### src/rtl/core/uart_rb_pkg.sv
// Shared constants for the serial-port receive ring buffer.
package uart_rb_pkg;

  // Default store depth; the indices wrap at this value.
  localparam int unsigned DefaultBufferDepth = 32;

  // Item field widths.
  localparam int unsigned DataW  = 8;
  localparam int unsigned CountW = 8;

  // Operation codes carried by an input item.
  localparam logic OP_RECEIVE = 1'b0;
  localparam logic OP_READ    = 1'b1;

  // Characters with special handling on receive.
  localparam logic [DataW-1:0] CHAR_NUL = 8'd0;
  localparam logic [DataW-1:0] CHAR_LF  = 8'd10;
  localparam logic [DataW-1:0] CHAR_CR  = 8'd13;

endpackage

### src/rtl/core/uart_rb_if.sv
// Valid/ready channel interfaces for request and response items.
interface uart_rb_req_if
  import uart_rb_pkg::*;
  ();
  logic             valid;
  logic             ready;
  logic             operation;
  logic [DataW-1:0] rx_byte;

  modport source (output valid, output operation, output rx_byte, input ready);
  modport sink   (input valid, input operation, input rx_byte, output ready);
endinterface

interface uart_rb_rsp_if
  import uart_rb_pkg::*;
  ();
  logic              valid;
  logic              ready;
  logic [DataW-1:0]  read_data;
  logic              was_empty;
  logic              overflow_flush;
  logic [CountW-1:0] line_end_count;

  modport source (output valid, output read_data, output was_empty,
                  output overflow_flush, output line_end_count, input ready);
  modport sink   (input valid, input read_data, input was_empty,
                  input overflow_flush, input line_end_count, output ready);
endinterface

### src/rtl/core/uart_rx_line_ring_buffer.sv
// Top level: serial-port receive ring buffer with line-end counting.
//
// Request channel req_i carries one item: a byte received from the line
// (operation = receive) or a request to pop one byte (operation = read).
// Response channel rsp_o returns exactly one item per request: the popped
// byte, an empty flag, an overflow-flush flag and the carriage-return count.
// The store holds BUFFER_DEPTH-1 bytes; a receive into a full buffer flushes
// it and drops the byte. NUL is ignored and LF is not stored.
// A receive or an empty read answers in the cycle after acceptance. A read
// that pops a byte answers through the registered read port of the byte
// store and then the ST_READ state, which loads the output register. One
// item is in flight at a time.
// The response sits in an output register; a new request is taken while
// that register is being emptied in the same cycle. If the receiver stalls,
// the response holds and req_i.ready stays low until it is taken.
// Reset clears head, tail, the counter and the control state at once; the
// byte store is not cleared, and no read can reach an unwritten entry.
module uart_rx_line_ring_buffer
  import uart_rb_pkg::*;
#(
  parameter int unsigned BUFFER_DEPTH = DefaultBufferDepth
) (
  input  logic               clk_i,
  input  logic               rst_ni,
  uart_rb_req_if.sink        req_i,
  uart_rb_rsp_if.source      rsp_o
);

  localparam int unsigned IdxW = $clog2(BUFFER_DEPTH);
  localparam logic [IdxW-1:0] IdxLast = IdxW'(BUFFER_DEPTH - 1);

  // Sequencer codes
  localparam logic ST_IDLE = 1'b0;
  localparam logic ST_READ = 1'b1;

  logic              state_q, state_d;
  logic [IdxW-1:0]   head_q, head_d;
  logic [IdxW-1:0]   tail_q, tail_d;
  logic [CountW-1:0] cr_cnt_q, cr_cnt_d;

  logic              rsp_valid_q, rsp_valid_d;
  logic [DataW-1:0]  rsp_data_q, rsp_data_d;
  logic              rsp_empty_q, rsp_empty_d;
  logic              rsp_flush_q, rsp_flush_d;
  logic [CountW-1:0] rsp_count_q, rsp_count_d;

  logic [DataW-1:0]  mem_q [BUFFER_DEPTH];
  logic [DataW-1:0]  mem_rdata_q;
  logic              mem_we, mem_re;
  logic [IdxW-1:0]   mem_waddr;

  logic [IdxW-1:0]   head_nxt, tail_nxt;
  logic              accept;

  // Wrapping index increments
  assign head_nxt = (head_q == IdxLast) ? '0 : head_q + 1'b1;
  assign tail_nxt = (tail_q == IdxLast) ? '0 : tail_q + 1'b1;

  // Take a request when idle and the output register is free next cycle
  assign req_i.ready = (state_q == ST_IDLE) && (!rsp_valid_q || rsp_o.ready);
  assign accept      = req_i.valid && req_i.ready;

  // Request decode, pointer updates and response staging
  always_comb begin
    state_d     = state_q;
    head_d      = head_q;
    tail_d      = tail_q;
    cr_cnt_d    = cr_cnt_q;
    mem_we      = 1'b0;
    mem_re      = 1'b0;
    mem_waddr   = head_nxt;
    rsp_valid_d = rsp_valid_q && !rsp_o.ready;
    rsp_data_d  = rsp_data_q;
    rsp_empty_d = rsp_empty_q;
    rsp_flush_d = rsp_flush_q;
    rsp_count_d = rsp_count_q;

    if (state_q == ST_READ) begin
      // store data arrives now
      state_d     = ST_IDLE;
      rsp_valid_d = 1'b1;
      rsp_data_d  = mem_rdata_q;
      rsp_empty_d = 1'b0;
      rsp_flush_d = 1'b0;
      rsp_count_d = cr_cnt_q;
    end else if (accept) begin
      unique case (req_i.operation)
        OP_RECEIVE: begin
          rsp_valid_d = 1'b1;
          rsp_data_d  = '0;
          rsp_empty_d = 1'b0;
          rsp_flush_d = 1'b0;
          if (head_nxt == tail_q) begin
            // full: flush everything, drop the byte
            head_d      = tail_q;
            rsp_flush_d = 1'b1;
          end else if (req_i.rx_byte != CHAR_NUL) begin
            if (req_i.rx_byte == CHAR_CR) begin
              cr_cnt_d = cr_cnt_q + 1'b1;
            end
            if (req_i.rx_byte != CHAR_LF) begin
              head_d = head_nxt;
              mem_we = 1'b1;
            end
          end
          rsp_count_d = cr_cnt_d;
        end
        OP_READ: begin
          if (head_q == tail_q) begin
            rsp_valid_d = 1'b1;
            rsp_data_d  = '0;
            rsp_empty_d = 1'b1;
            rsp_flush_d = 1'b0;
            rsp_count_d = cr_cnt_q;
          end else begin
            tail_d  = tail_nxt;
            mem_re  = 1'b1;
            state_d = ST_READ;
          end
        end
        default: begin
          state_d = ST_IDLE;
        end
      endcase
    end
  end

  // Byte store: one write port, one registered read port
  always_ff @(posedge clk_i) begin
    if (mem_we) begin
      mem_q[mem_waddr] <= req_i.rx_byte;
    end
    if (mem_re) begin
      mem_rdata_q <= mem_q[tail_nxt];
    end
  end

  // Control state
  always_ff @(posedge clk_i or negedge rst_ni) begin
    if (!rst_ni) begin
      state_q     <= ST_IDLE;
      head_q      <= '0;
      tail_q      <= '0;
      cr_cnt_q    <= '0;
      rsp_valid_q <= 1'b0;
    end else begin
      state_q     <= state_d;
      head_q      <= head_d;
      tail_q      <= tail_d;
      cr_cnt_q    <= cr_cnt_d;
      rsp_valid_q <= rsp_valid_d;
    end
  end

  // Response payload
  always_ff @(posedge clk_i) begin
    rsp_data_q  <= rsp_data_d;
    rsp_empty_q <= rsp_empty_d;
    rsp_flush_q <= rsp_flush_d;
    rsp_count_q <= rsp_count_d;
  end

  assign rsp_o.valid          = rsp_valid_q;
  assign rsp_o.read_data      = rsp_data_q;
  assign rsp_o.was_empty      = rsp_empty_q;
  assign rsp_o.overflow_flush = rsp_flush_q;
  assign rsp_o.line_end_count = rsp_count_q;

endmodule

### src/flat_wrapper.sv
// flat-port wrapper written by rule: the top's interface ports become plain ports
module uart_rx_line_ring_buffer_flat import uart_rb_pkg::*;
#(
  parameter int unsigned BUFFER_DEPTH = DefaultBufferDepth
)
  (clk_i, rst_ni, req_i_valid, req_i_operation, req_i_rx_byte, req_i_ready, rsp_o_valid, rsp_o_read_data, rsp_o_was_empty, rsp_o_overflow_flush, rsp_o_line_end_count, rsp_o_ready);
  uart_rb_req_if req_i_i ();
  uart_rb_rsp_if rsp_o_i ();
  input  logic clk_i;
  input  logic rst_ni;
  input wire logic [$bits(req_i_i.valid)-1:0] req_i_valid;
  input wire logic [$bits(req_i_i.operation)-1:0] req_i_operation;
  input wire logic [$bits(req_i_i.rx_byte)-1:0] req_i_rx_byte;
  output wire logic [$bits(req_i_i.ready)-1:0] req_i_ready;
  output wire logic [$bits(rsp_o_i.valid)-1:0] rsp_o_valid;
  output wire logic [$bits(rsp_o_i.read_data)-1:0] rsp_o_read_data;
  output wire logic [$bits(rsp_o_i.was_empty)-1:0] rsp_o_was_empty;
  output wire logic [$bits(rsp_o_i.overflow_flush)-1:0] rsp_o_overflow_flush;
  output wire logic [$bits(rsp_o_i.line_end_count)-1:0] rsp_o_line_end_count;
  input wire logic [$bits(rsp_o_i.ready)-1:0] rsp_o_ready;
  assign req_i_i.valid = req_i_valid;
  assign req_i_i.operation = req_i_operation;
  assign req_i_i.rx_byte = req_i_rx_byte;
  assign req_i_ready = req_i_i.ready;
  assign rsp_o_valid = rsp_o_i.valid;
  assign rsp_o_read_data = rsp_o_i.read_data;
  assign rsp_o_was_empty = rsp_o_i.was_empty;
  assign rsp_o_overflow_flush = rsp_o_i.overflow_flush;
  assign rsp_o_line_end_count = rsp_o_i.line_end_count;
  assign rsp_o_i.ready = rsp_o_ready;
  uart_rx_line_ring_buffer #(.BUFFER_DEPTH(BUFFER_DEPTH)) u_core (.clk_i(clk_i), .rst_ni(rst_ni), .req_i(req_i_i), .rsp_o(rsp_o_i));
endmodule
### config.mk
export PLATFORM = sky130hd
export DESIGN_NAME = uart_rx_line_ring_buffer_flat
export DESIGN_NICKNAME = d
export VERILOG_FILES = /design/src/rtl/core/uart_rb_pkg.sv /design/src/rtl/core/uart_rb_if.sv /design/src/rtl/core/uart_rx_line_ring_buffer.sv /design/src/flat_wrapper.sv
export SDC_FILE = /design/constraint.sdc
export NUM_CORES = 1
export LEC_CHECK = 0
export BUFFER_PORTS_ARGS = -buffer_cell sky130_fd_sc_hd__buf_2
export CAP_MARGIN = 20
export CORE_UTILIZATION = 65
export DETAILED_ROUTE_END_ITERATION = 8
export PLACE_DENSITY_LB_ADDON = 0.15
export SYNTH_ARGS = -nofsm -noshare
export SYNTH_HDL_FRONTEND = slang
export SYNTH_SLANG_ARGS = --single-unit
### constraint.sdc
create_clock -name clk_i -period 8.22 [get_ports clk_i]
set_clock_uncertainty 0.05 [all_clocks]
set_input_delay 1.644 -clock clk_i [delete_from_list [all_inputs] [get_ports clk_i]]
set_output_delay 1.644 -clock clk_i [all_outputs]
set_load 0.03 [all_outputs]
== Word level (Yosys, flattened, before mapping) ==
Memory sizes are Yosys's and may differ from the RTL's. A register that Yosys moved wholly into a read port is not among the register bits.
Cells that the tools add are included.

* Memories kept: 1
* Register bits: 38
* Bits in writable memories: 256

{| class="wikitable"
|+ Memories
! memory !! depth !! bits a word !! read ports !! clocked after memory_dff !! write ports !! line !! text
|-
| u_core.mem_q || 32 || 8 || 1 || 1 || 1 || uart_rx_line_ring_buffer.sv:47 || <nowiki>logic [DataW-1:0] mem_q [BUFFER_DEPTH];</nowiki>
|}

* Bitwise logic cells: 3
* Eq/ne operators: 8
* Multiplexer cells: 37
* Reduce and logical (&&, ||, !) cells: 15
* $add $sub $neg: 3

{| class="wikitable"
|+ Operators with widths
! kind !! count
|-
| $mux W8 || 9
|-
| $pmux W8 S2 || 2
|-
| $mux W5 || 5
|-
| $mux W1 || 18
|-
| $add A5 B1 Y5 const B || 2
|-
| $eq A5 B5 Y1 || 2
|-
| $eq A5 B5 Y1 const B || 2
|-
| $add A8 B1 Y8 const B || 1
|-
| $eq A8 B4 Y1 const B || 1
|-
| $ne A8 B4 Y1 const B || 1
|-
| $reduce_bool A8 Y1 || 1
|-
| $pmux W1 S2 || 3
|-
| $reduce_bool A2 Y1 || 3
|-
| $reduce_and A5 Y1 || 1
|-
| $reduce_and A2 Y1 || 2
|-
| $reduce_and A4 Y1 || 1
|-
| $logic_and A1 B1 Y1 || 3
|-
| $ne A3 B1 Y1 const B || 1
|-
| $not A1 Y1 || 3
|-
| $reduce_and A3 Y1 || 1
|-
| $logic_not A1 Y1 || 2
|-
| $ne A2 B1 Y1 const B || 1
|-
| $logic_or A1 B1 Y1 || 1
|}

== Longest topological paths before layout ==
Gate-level depths: netlist (run 1).

* Depth after elaboration: 9
* Mapped depth: 11
* Depth with buffers taken out: 8

== Least setup slack after synthesis (run 1) ==
Ideal clock, no wire load.

* Path type: input to register
* Start point: input req_i_operation
* End point: memory u_core.mem_q[18][0], enable pin
* Cell stages on the path: 6
* Library setup time: 0.398 ns
* Required time: 7.772 ns
* Path buffers: 2
* Setup slack: 4.225 ns
* Data arrival time: 3.547 ns
* Path through: nor2_1 and3b_1 buf_2 o41ai_2 clkbuf_1 nor4b_1

* Longest elaborated chain between the ends: 5

{| class="wikitable"
|+ Ends and longest elaborated chain
! what !! line !! text
|-
| from (decl) || flat_wrapper.sv:12 || <nowiki>input wire logic [$bits(req_i_i.operation)-1:0] req_i_operation;</nowiki>
|-
| $mux W1 || uart_rx_line_ring_buffer.sv:87 || <nowiki>unique case (req_i.operation)</nowiki>
|-
| $mux W1 || uart_rx_line_ring_buffer.sv:86 || <nowiki>end else if (accept) begin</nowiki>
|-
| $mux W1 || uart_rx_line_ring_buffer.sv:78 || <nowiki>if (state_q == ST_READ) begin</nowiki>
|-
| $mux W1 || uart_rx_line_ring_buffer.sv:130 || <nowiki>if (mem_we) begin</nowiki>
|-
| $mux W1 (not written as such) || uart_rx_line_ring_buffer.sv:131 || <nowiki>mem_q[mem_waddr] <= req_i.rx_byte;</nowiki>
|-
| to (decl) || uart_rx_line_ring_buffer.sv:47 ||
|}

Every way passes these cells.

== Final worst setup path (run 1) ==
* Start point: register u_core.tail_q[1]
* End point: register u_core.mem_rdata_q[5] (read register of u_core.mem_q) (data pin)

* Longest elaborated chain between the ends: 5
* Elaborated cells on any way between the ends: 8

{| class="wikitable"
|+ Ends and longest elaborated chain
! what !! line !! text
|-
| from (decl) || uart_rx_line_ring_buffer.sv:38 || <nowiki>logic [IdxW-1:0] tail_q, tail_d;</nowiki>
|-
| from (signal assigned) || uart_rx_line_ring_buffer.sv:149 || <nowiki>tail_q <= tail_d;</nowiki>
|-
| $eq A5 B5 Y1 || uart_rx_line_ring_buffer.sv:109 || <nowiki>if (head_q == tail_q) begin</nowiki>
|-
| $mux W1 || uart_rx_line_ring_buffer.sv:109 ||
|-
| $mux W1 || uart_rx_line_ring_buffer.sv:87 ||
|-
| $mux W1 || uart_rx_line_ring_buffer.sv:86 ||
|-
| $mux W1 || uart_rx_line_ring_buffer.sv:78 ||
|-
| to (decl) || uart_rx_line_ring_buffer.sv:48 || <nowiki>logic [DataW-1:0] mem_rdata_q;</nowiki>
|}

Several ways; a longest one is shown, not always the timed one.
A chain may end at the register's enable or synchronous reset.

==> flow_summary.toml, run 1 <==
[sta]
relSlewSlack = 0.3840
setup_tns_ns = 0
hold_viol_final = 0
tightestPinTransition_ns = 0.9200
rsz0062_at_grt = "false"
min_period_over_period = 0.5058
drv_slew = 0
fin_crit_ns = 4.158
setup_viol = 0
fmax_ghz = 0.2405
whs_ns = 0.4526

[drt]
ant_nets = 0
vias = 7557
detail_route.wl_per_cell_um = 23.58
vias_per_cell = 6.498
wl_mm = 27.42
dr.first_iter.drc_count = 789
dr.pass1.iters = 5
drc = 0

[clock_tree]
numCtsBuffers = 29
cts-hold-fix-buffers = 0
clkTransAtPathRegs_ns = 0.06
insertion_delay_ns = 0.54
post_cts_resized = 0
cts_tree = "built"
cts_buffer_depth = 3
cts_max_level = 1
clock-root-buffer = "clkbuf_16"
clock_sinks = 302
post_cts_buffers = 0

[floorplanning]
core_sq_um = 18830
initial_core_util = 0.6654
dieArea_sq_um = 19840
io_pins = 33
die_w_um = 140.8
rows = 50
die_y_um = 140.8

[hold_path]
hold_depth = 1
hold_path_class = "reg -> reg"

[setup_path]
path_cells = "ha_1 -> and3_1 -> ha_2 -> nor2_4 -> buf_4 -> mux2i_1 -> a32oi_1 -> a21oi_1 -> nor4_1"
crit_required_ns = 8.40
max_stage_delay_ns = 0.82
critPathCaptureType = "flop"
path_max_fanout = 65
worstRegToRegCells = 9
arrival_ns = 4.34
slowest_stage = "buf_4"
startpoint_type = "flop"
worst-setup-path-type = "reg -> reg"

[layout]
nNetsFinal = 903
num_antenna_cells = 0
drive_gt1_frac = 0.1639
final_common_cell = "edfxtp_1"
areaGrowthSynthToFinish_pct = 11.85
final_cell_mix = "edfxtp_1 (280), mux2i_1 (72), nand2_1 (65)"

[placement]
globalplace.congestion = 0.8890
hpwlAfterDp_mm = 16.24
port_buffers = 32

[grt]
grt_pass1_wl_mm = 42.07
grt_overflow = 0
grt_pass1_vias = 7303
grt_max_degree = 66
antenna_found_initial = 0
track_usage = 0.2847

[yosys]
synth_edf_count = 280
synth.avg_cell_area_sq_um = 15.06
async_flop_share = 0.06623
syn_nets = 854
ys_warn_count = 0
synthCells = 832
yosysSeqAreaShare = 0.7141
yosys_most_used_dff = "edfxtp_1"
ys_seq_elements = 302
yosysUniqueCellTypes = 54
syn-cell-area_sq_um = 12530

[power]
p_switching_w = 0.001774
clock_power_share = 0.256
sw_frac_of_total = 0.3667
power_frac_seq = 0.386
p_int_w = 0.003063
p_comb_frac = 0.358
power.density_nw_per_um2 = 345.1
leakage_nw = 4.876
irDropWorstVdd_v = 0.0002891

[job]
cap_violations = 0

[run_status]
status = "complete, no violations"
-- area by class of cell --
class                      count  area [sq um]
sequential                   302          8949
fill                        1131          4815
multi-input combinational    464          3339
clock buffer                  36         782.0
timing repair buffer          74         470.5
tap                          260         325.3
clock inverter                17         112.6
inverter                      10         37.54
-- state kept, by name, indices dropped and copies added, names as in the netlist, 5 cells and up --
signal                       cells
u_core.cr_cnt_q                  8
u_core.mem_q                   256
u_core.tail_q                    5
u_core.rsp_o.read_data           8
u_core.rsp_o.line_end_count      8
u_core.mem_rdata_q               8
u_core.head_q                    5
-- worst max-delay path, delay by kind of cell (launching register included) --
family	cells	cell delay [ns]
buf+inv	1	0.82
mux	1	0.18
fa+ha+maj	2	0.45
simple gates	3	1.48
flops	1	0.45
compound gates	2	0.37
-- metal layers --
metal / wire, um / GRT usage
met5: 0 / 0
met4: 659 / 0.08638
met3: 2141 / 0.04416
met2: 13370 / 0.4671
met1: 11250 / 0.3990
-- cells in the mapped netlist, drive strengths merged (10+ instances only) --
cell type,count,area (sq um)
mux2i,72,720.7
a32oi,48,420.4
xnor2,11,103.9
nor2,10,37.54
buf,21,105.1
inv,10,37.54
nor4,37,246.5
nand2,65,244.0
o21ai,59,295.3
clkbuf,35,131.4
a21oi,41,205.2
edfxtp,280,8408
xor2,17,148.9
nand3,22,115.1
dfrtp,20,500.5
mux2,12,135.1
-- power groups by stage --
stage               logic [W]  clock network (W)  registers [W]
floorplan             0.00117                  0        0.00192
global placement      0.00167                  0        0.00189
detailed placement    0.00171                  0        0.00190
CTS                   0.00172            0.00125        0.00187
global route          0.00184            0.00132        0.00188
finish                0.00173            0.00124        0.00187
-- cell families (layout without fill, tap and decap cells) --
kind of cell | count (synthesis) | after routing | synth area share
xor gates and xnor gates | 28 | 28 | 0.02017
buffers and inverters | 66 | 137 | 0.02187
muxes | 84 | 84 | 0.06830
DFF | 302 | 302 | 0.7141
and+or+nand+nor | 170 | 170 | 0.07259
AOI/OAI and AO/OA | 173 | 173 | 0.09396
adders and majority gates | 9 | 9 | 0.008987
-- through the flow --
step | total power, W | setup WS, ns | util | std cells | instance area [sq um]
floorplan | 0.003085 | 4.225 | - | 832 | 12530
finish | 0.004837 | 4.062 | 0.7443 | 1163 | 14020
global route | 0.005037 | 3.843 | 0.7443 | 1163 | 14020
global placement | 0.003566 | 3.784 | 0.6963 | 1108 | 13110
CTS | 0.004836 | 4.057 | 0.7443 | 1163 | 14020
detailed placement | 0.003612 | 3.983 | 0.6968 | 1110 | 13120
-- path summary, 6_finish.rpt --
kind | from | to | slack (ns)
min in group asynchronous | rst_ni | u_core.head_q[4] | 1.01
max reg2reg | u_core.tail_q[1] | u_core.mem_rdata_q[5] | 4.06
min | u_core.cr_cnt_q[7] | u_core.cr_cnt_q[7] | 0.45
max in group asynchronous | rst_ni | u_core.cr_cnt_q[3] | 6.77
min reg2reg | u_core.cr_cnt_q[7] | u_core.cr_cnt_q[7] | 0.45
max | u_core.tail_q[1] | u_core.mem_rdata_q[5] | 4.06
Power figures use the tool's default switching activity.
==> run 2: changes to the inputs <==
Settings changed: CORE_UTILIZATION 65 to 62.
Clock period 8.22 ns to 4.3 ns, I/O delays scaled along.
==> flow_summary.toml, run 2 (synthesis gave the netlist of run 1 again) <==
[power]
p_int_w = 0.006025
p_comb_frac = 0.368
power.density_nw_per_um2 = 671.9
power_w = 0.009535
power_frac_seq = 0.375
sw_frac_of_total = 0.3681
p_switching_w = 0.003510
irDropWorstVdd_v = 0.0004812
clock_power_share = 0.258
leakage_nw = 4.954

[setup_path]
r2r_slack_ns = 0.77
arrival_ns = 3.79
r2r_end = "u_core.mem_rdata_q[7]"
worstRegToRegCells = 10
r2r-start = "u_core.tail_q[1]"
worst-setup-path-type = "reg -> reg"
startpoint_type = "flop"
crit_required_ns = 4.56
path_max_fanout = 43
critPathCaptureType = "flop"

[sta]
drv_slew = 0
relSlewSlack = 0.4097
setup_tns_ns = 0
setup_viol = 0
fin_crit_ns = 3.533
fmax_ghz = 0.2831
rsz0062_at_grt = "false"
min_period_over_period = 0.8216
tightestPinTransition_ns = 0.8855
hold_viol_final = 0

[clock_tree]
post_cts_buffers = 0
cts_buffer_depth = 3
clkTransAtPathRegs_ns = 0.06
cts_max_level = 1
cts_tree = "built"
numCtsBuffers = 29
insertion_delay_ns = 0.54
clock-root-buffer = "clkbuf_16"
clock_sinks = 302
post_cts_resized = 0
cts-hold-fix-buffers = 0

[floorplanning]
die_y_um = 144.2
rows = 51
initial_core_util = 0.6376
io_pins = 33
dieArea_sq_um = 20780
die_w_um = 144.2
core_sq_um = 19650

[grt]
grt_overflow = 0
grt_pass1_wl_mm = 45.66
antenna_found_initial = 0
grt_pass1_vias = 7542
grt_max_degree = 62
track_usage = 0.3075

[layout]
stdcell_count = 1182
nNetsFinal = 917
final_cell_area_sq_um = 14190
fill_cells = 1284
final_cell_mix = "edfxtp_1 (280), mux2i_1 (72), nand2_1 (65)"
areaGrowthSynthToFinish_pct = 13.26
largest_register_ffs = 256
num_antenna_cells = 0
final_common_cell = "edfxtp_1"
largest_register = "u_core.mem_q"
drive_gt1_frac = 0.1723
final_core_util = 0.7221

[drt]
dr.pass1.iters = 7
wl_mm = 30.66
detail_route.wl_per_cell_um = 25.94
drc = 0
dr.first_iter.drc_count = 875
vias = 7767
ant_nets = 0
vias_per_cell = 6.571

[placement]
hpwlAfterDp_mm = 19.92
globalplace.congestion = 0.9406
port_buffers = 32
placed_area_sq_um = 13260
place_inst = 1128

[job]
cap_violations = 0

[hold_path]
hold_path_class = "in -> async"

[run_status]
status = "complete, no violations"
## run 2: layer usage
metal  vias to the layer above  routed length (um)  GRT usage
met2                       368               14980     0.5111
li1                       3410                   -          -
met3                        64                2386    0.04404
met5                         -                   0          0
met1                      3925               12460     0.4244
met4                         0                 833    0.09307
## run 2: power by group through the flow
stage | logic [W] | clock network [W] | registers (W)
detailed placement | 0.00341 | 0 | 0.00363
global route | 0.00369 | 0.00260 | 0.00359
CTS | 0.00343 | 0.00248 | 0.00357
global placement | 0.00336 | 0 | 0.00363
floorplan | 0.00223 | 0 | 0.00367
finish | 0.00350 | 0.00246 | 0.00357
## run 2: final cells by class
type	instances	area (sq um)	area share
Clock buffer	34	744.5	0.05246
Clock inverter	19	173.9	0.01225
Inverter	10	37.54	0.002645
Multi-Input combinational cell	464	3346	0.2357
Sequential cell	302	8949	0.6305
Tap cell	265	331.6	0.02336
Timing Repair Buffer	88	610.6	0.04302
## run 2: how the worst max path moves through the flow
stage,to,start,depth (start not counted),slack (ns)
2_1_floorplan,u_core.mem_q[16][0],u_core.head_q[0],10,0.81
3_3_place_gp,u_core.mem_q[12][1],u_core.head_q[0],9,0.74
3_5_place_dp,u_core.mem_q[9][4],u_core.head_q[0],9,0.60
4_1_cts,u_core.mem_q[9][4],u_core.head_q[0],9,0.59
5_1_grt,u_core.mem_q[10][5],u_core.head_q[0],10,0.54
6_report,u_core.mem_rdata_q[7],u_core.tail_q[1],10,0.77
## run 2: through the flow
step	hold slack (ns)	setup WS, ns
after floorplan	0.4107	0.8108
after global placement	0.4234	0.7373
after detailed placement	0.4321	0.5993
after CTS	0.2317	0.5867
after global routing	0.2582	0.5376
final	0.2227	0.7672
## run 2: worst max-delay path, stage by stage, from the launching register on
cell and delay [ns]:
dfrtp_1 0.45, ha_1 0.26, and3_1 0.17, ha_2 0.34, nor2_4 0.23, buf_12 0.25, buf_12 0.28, mux2i_1 0.13
a222oi_1 0.44, a21oi_1 0.23, nor4_1 0.43
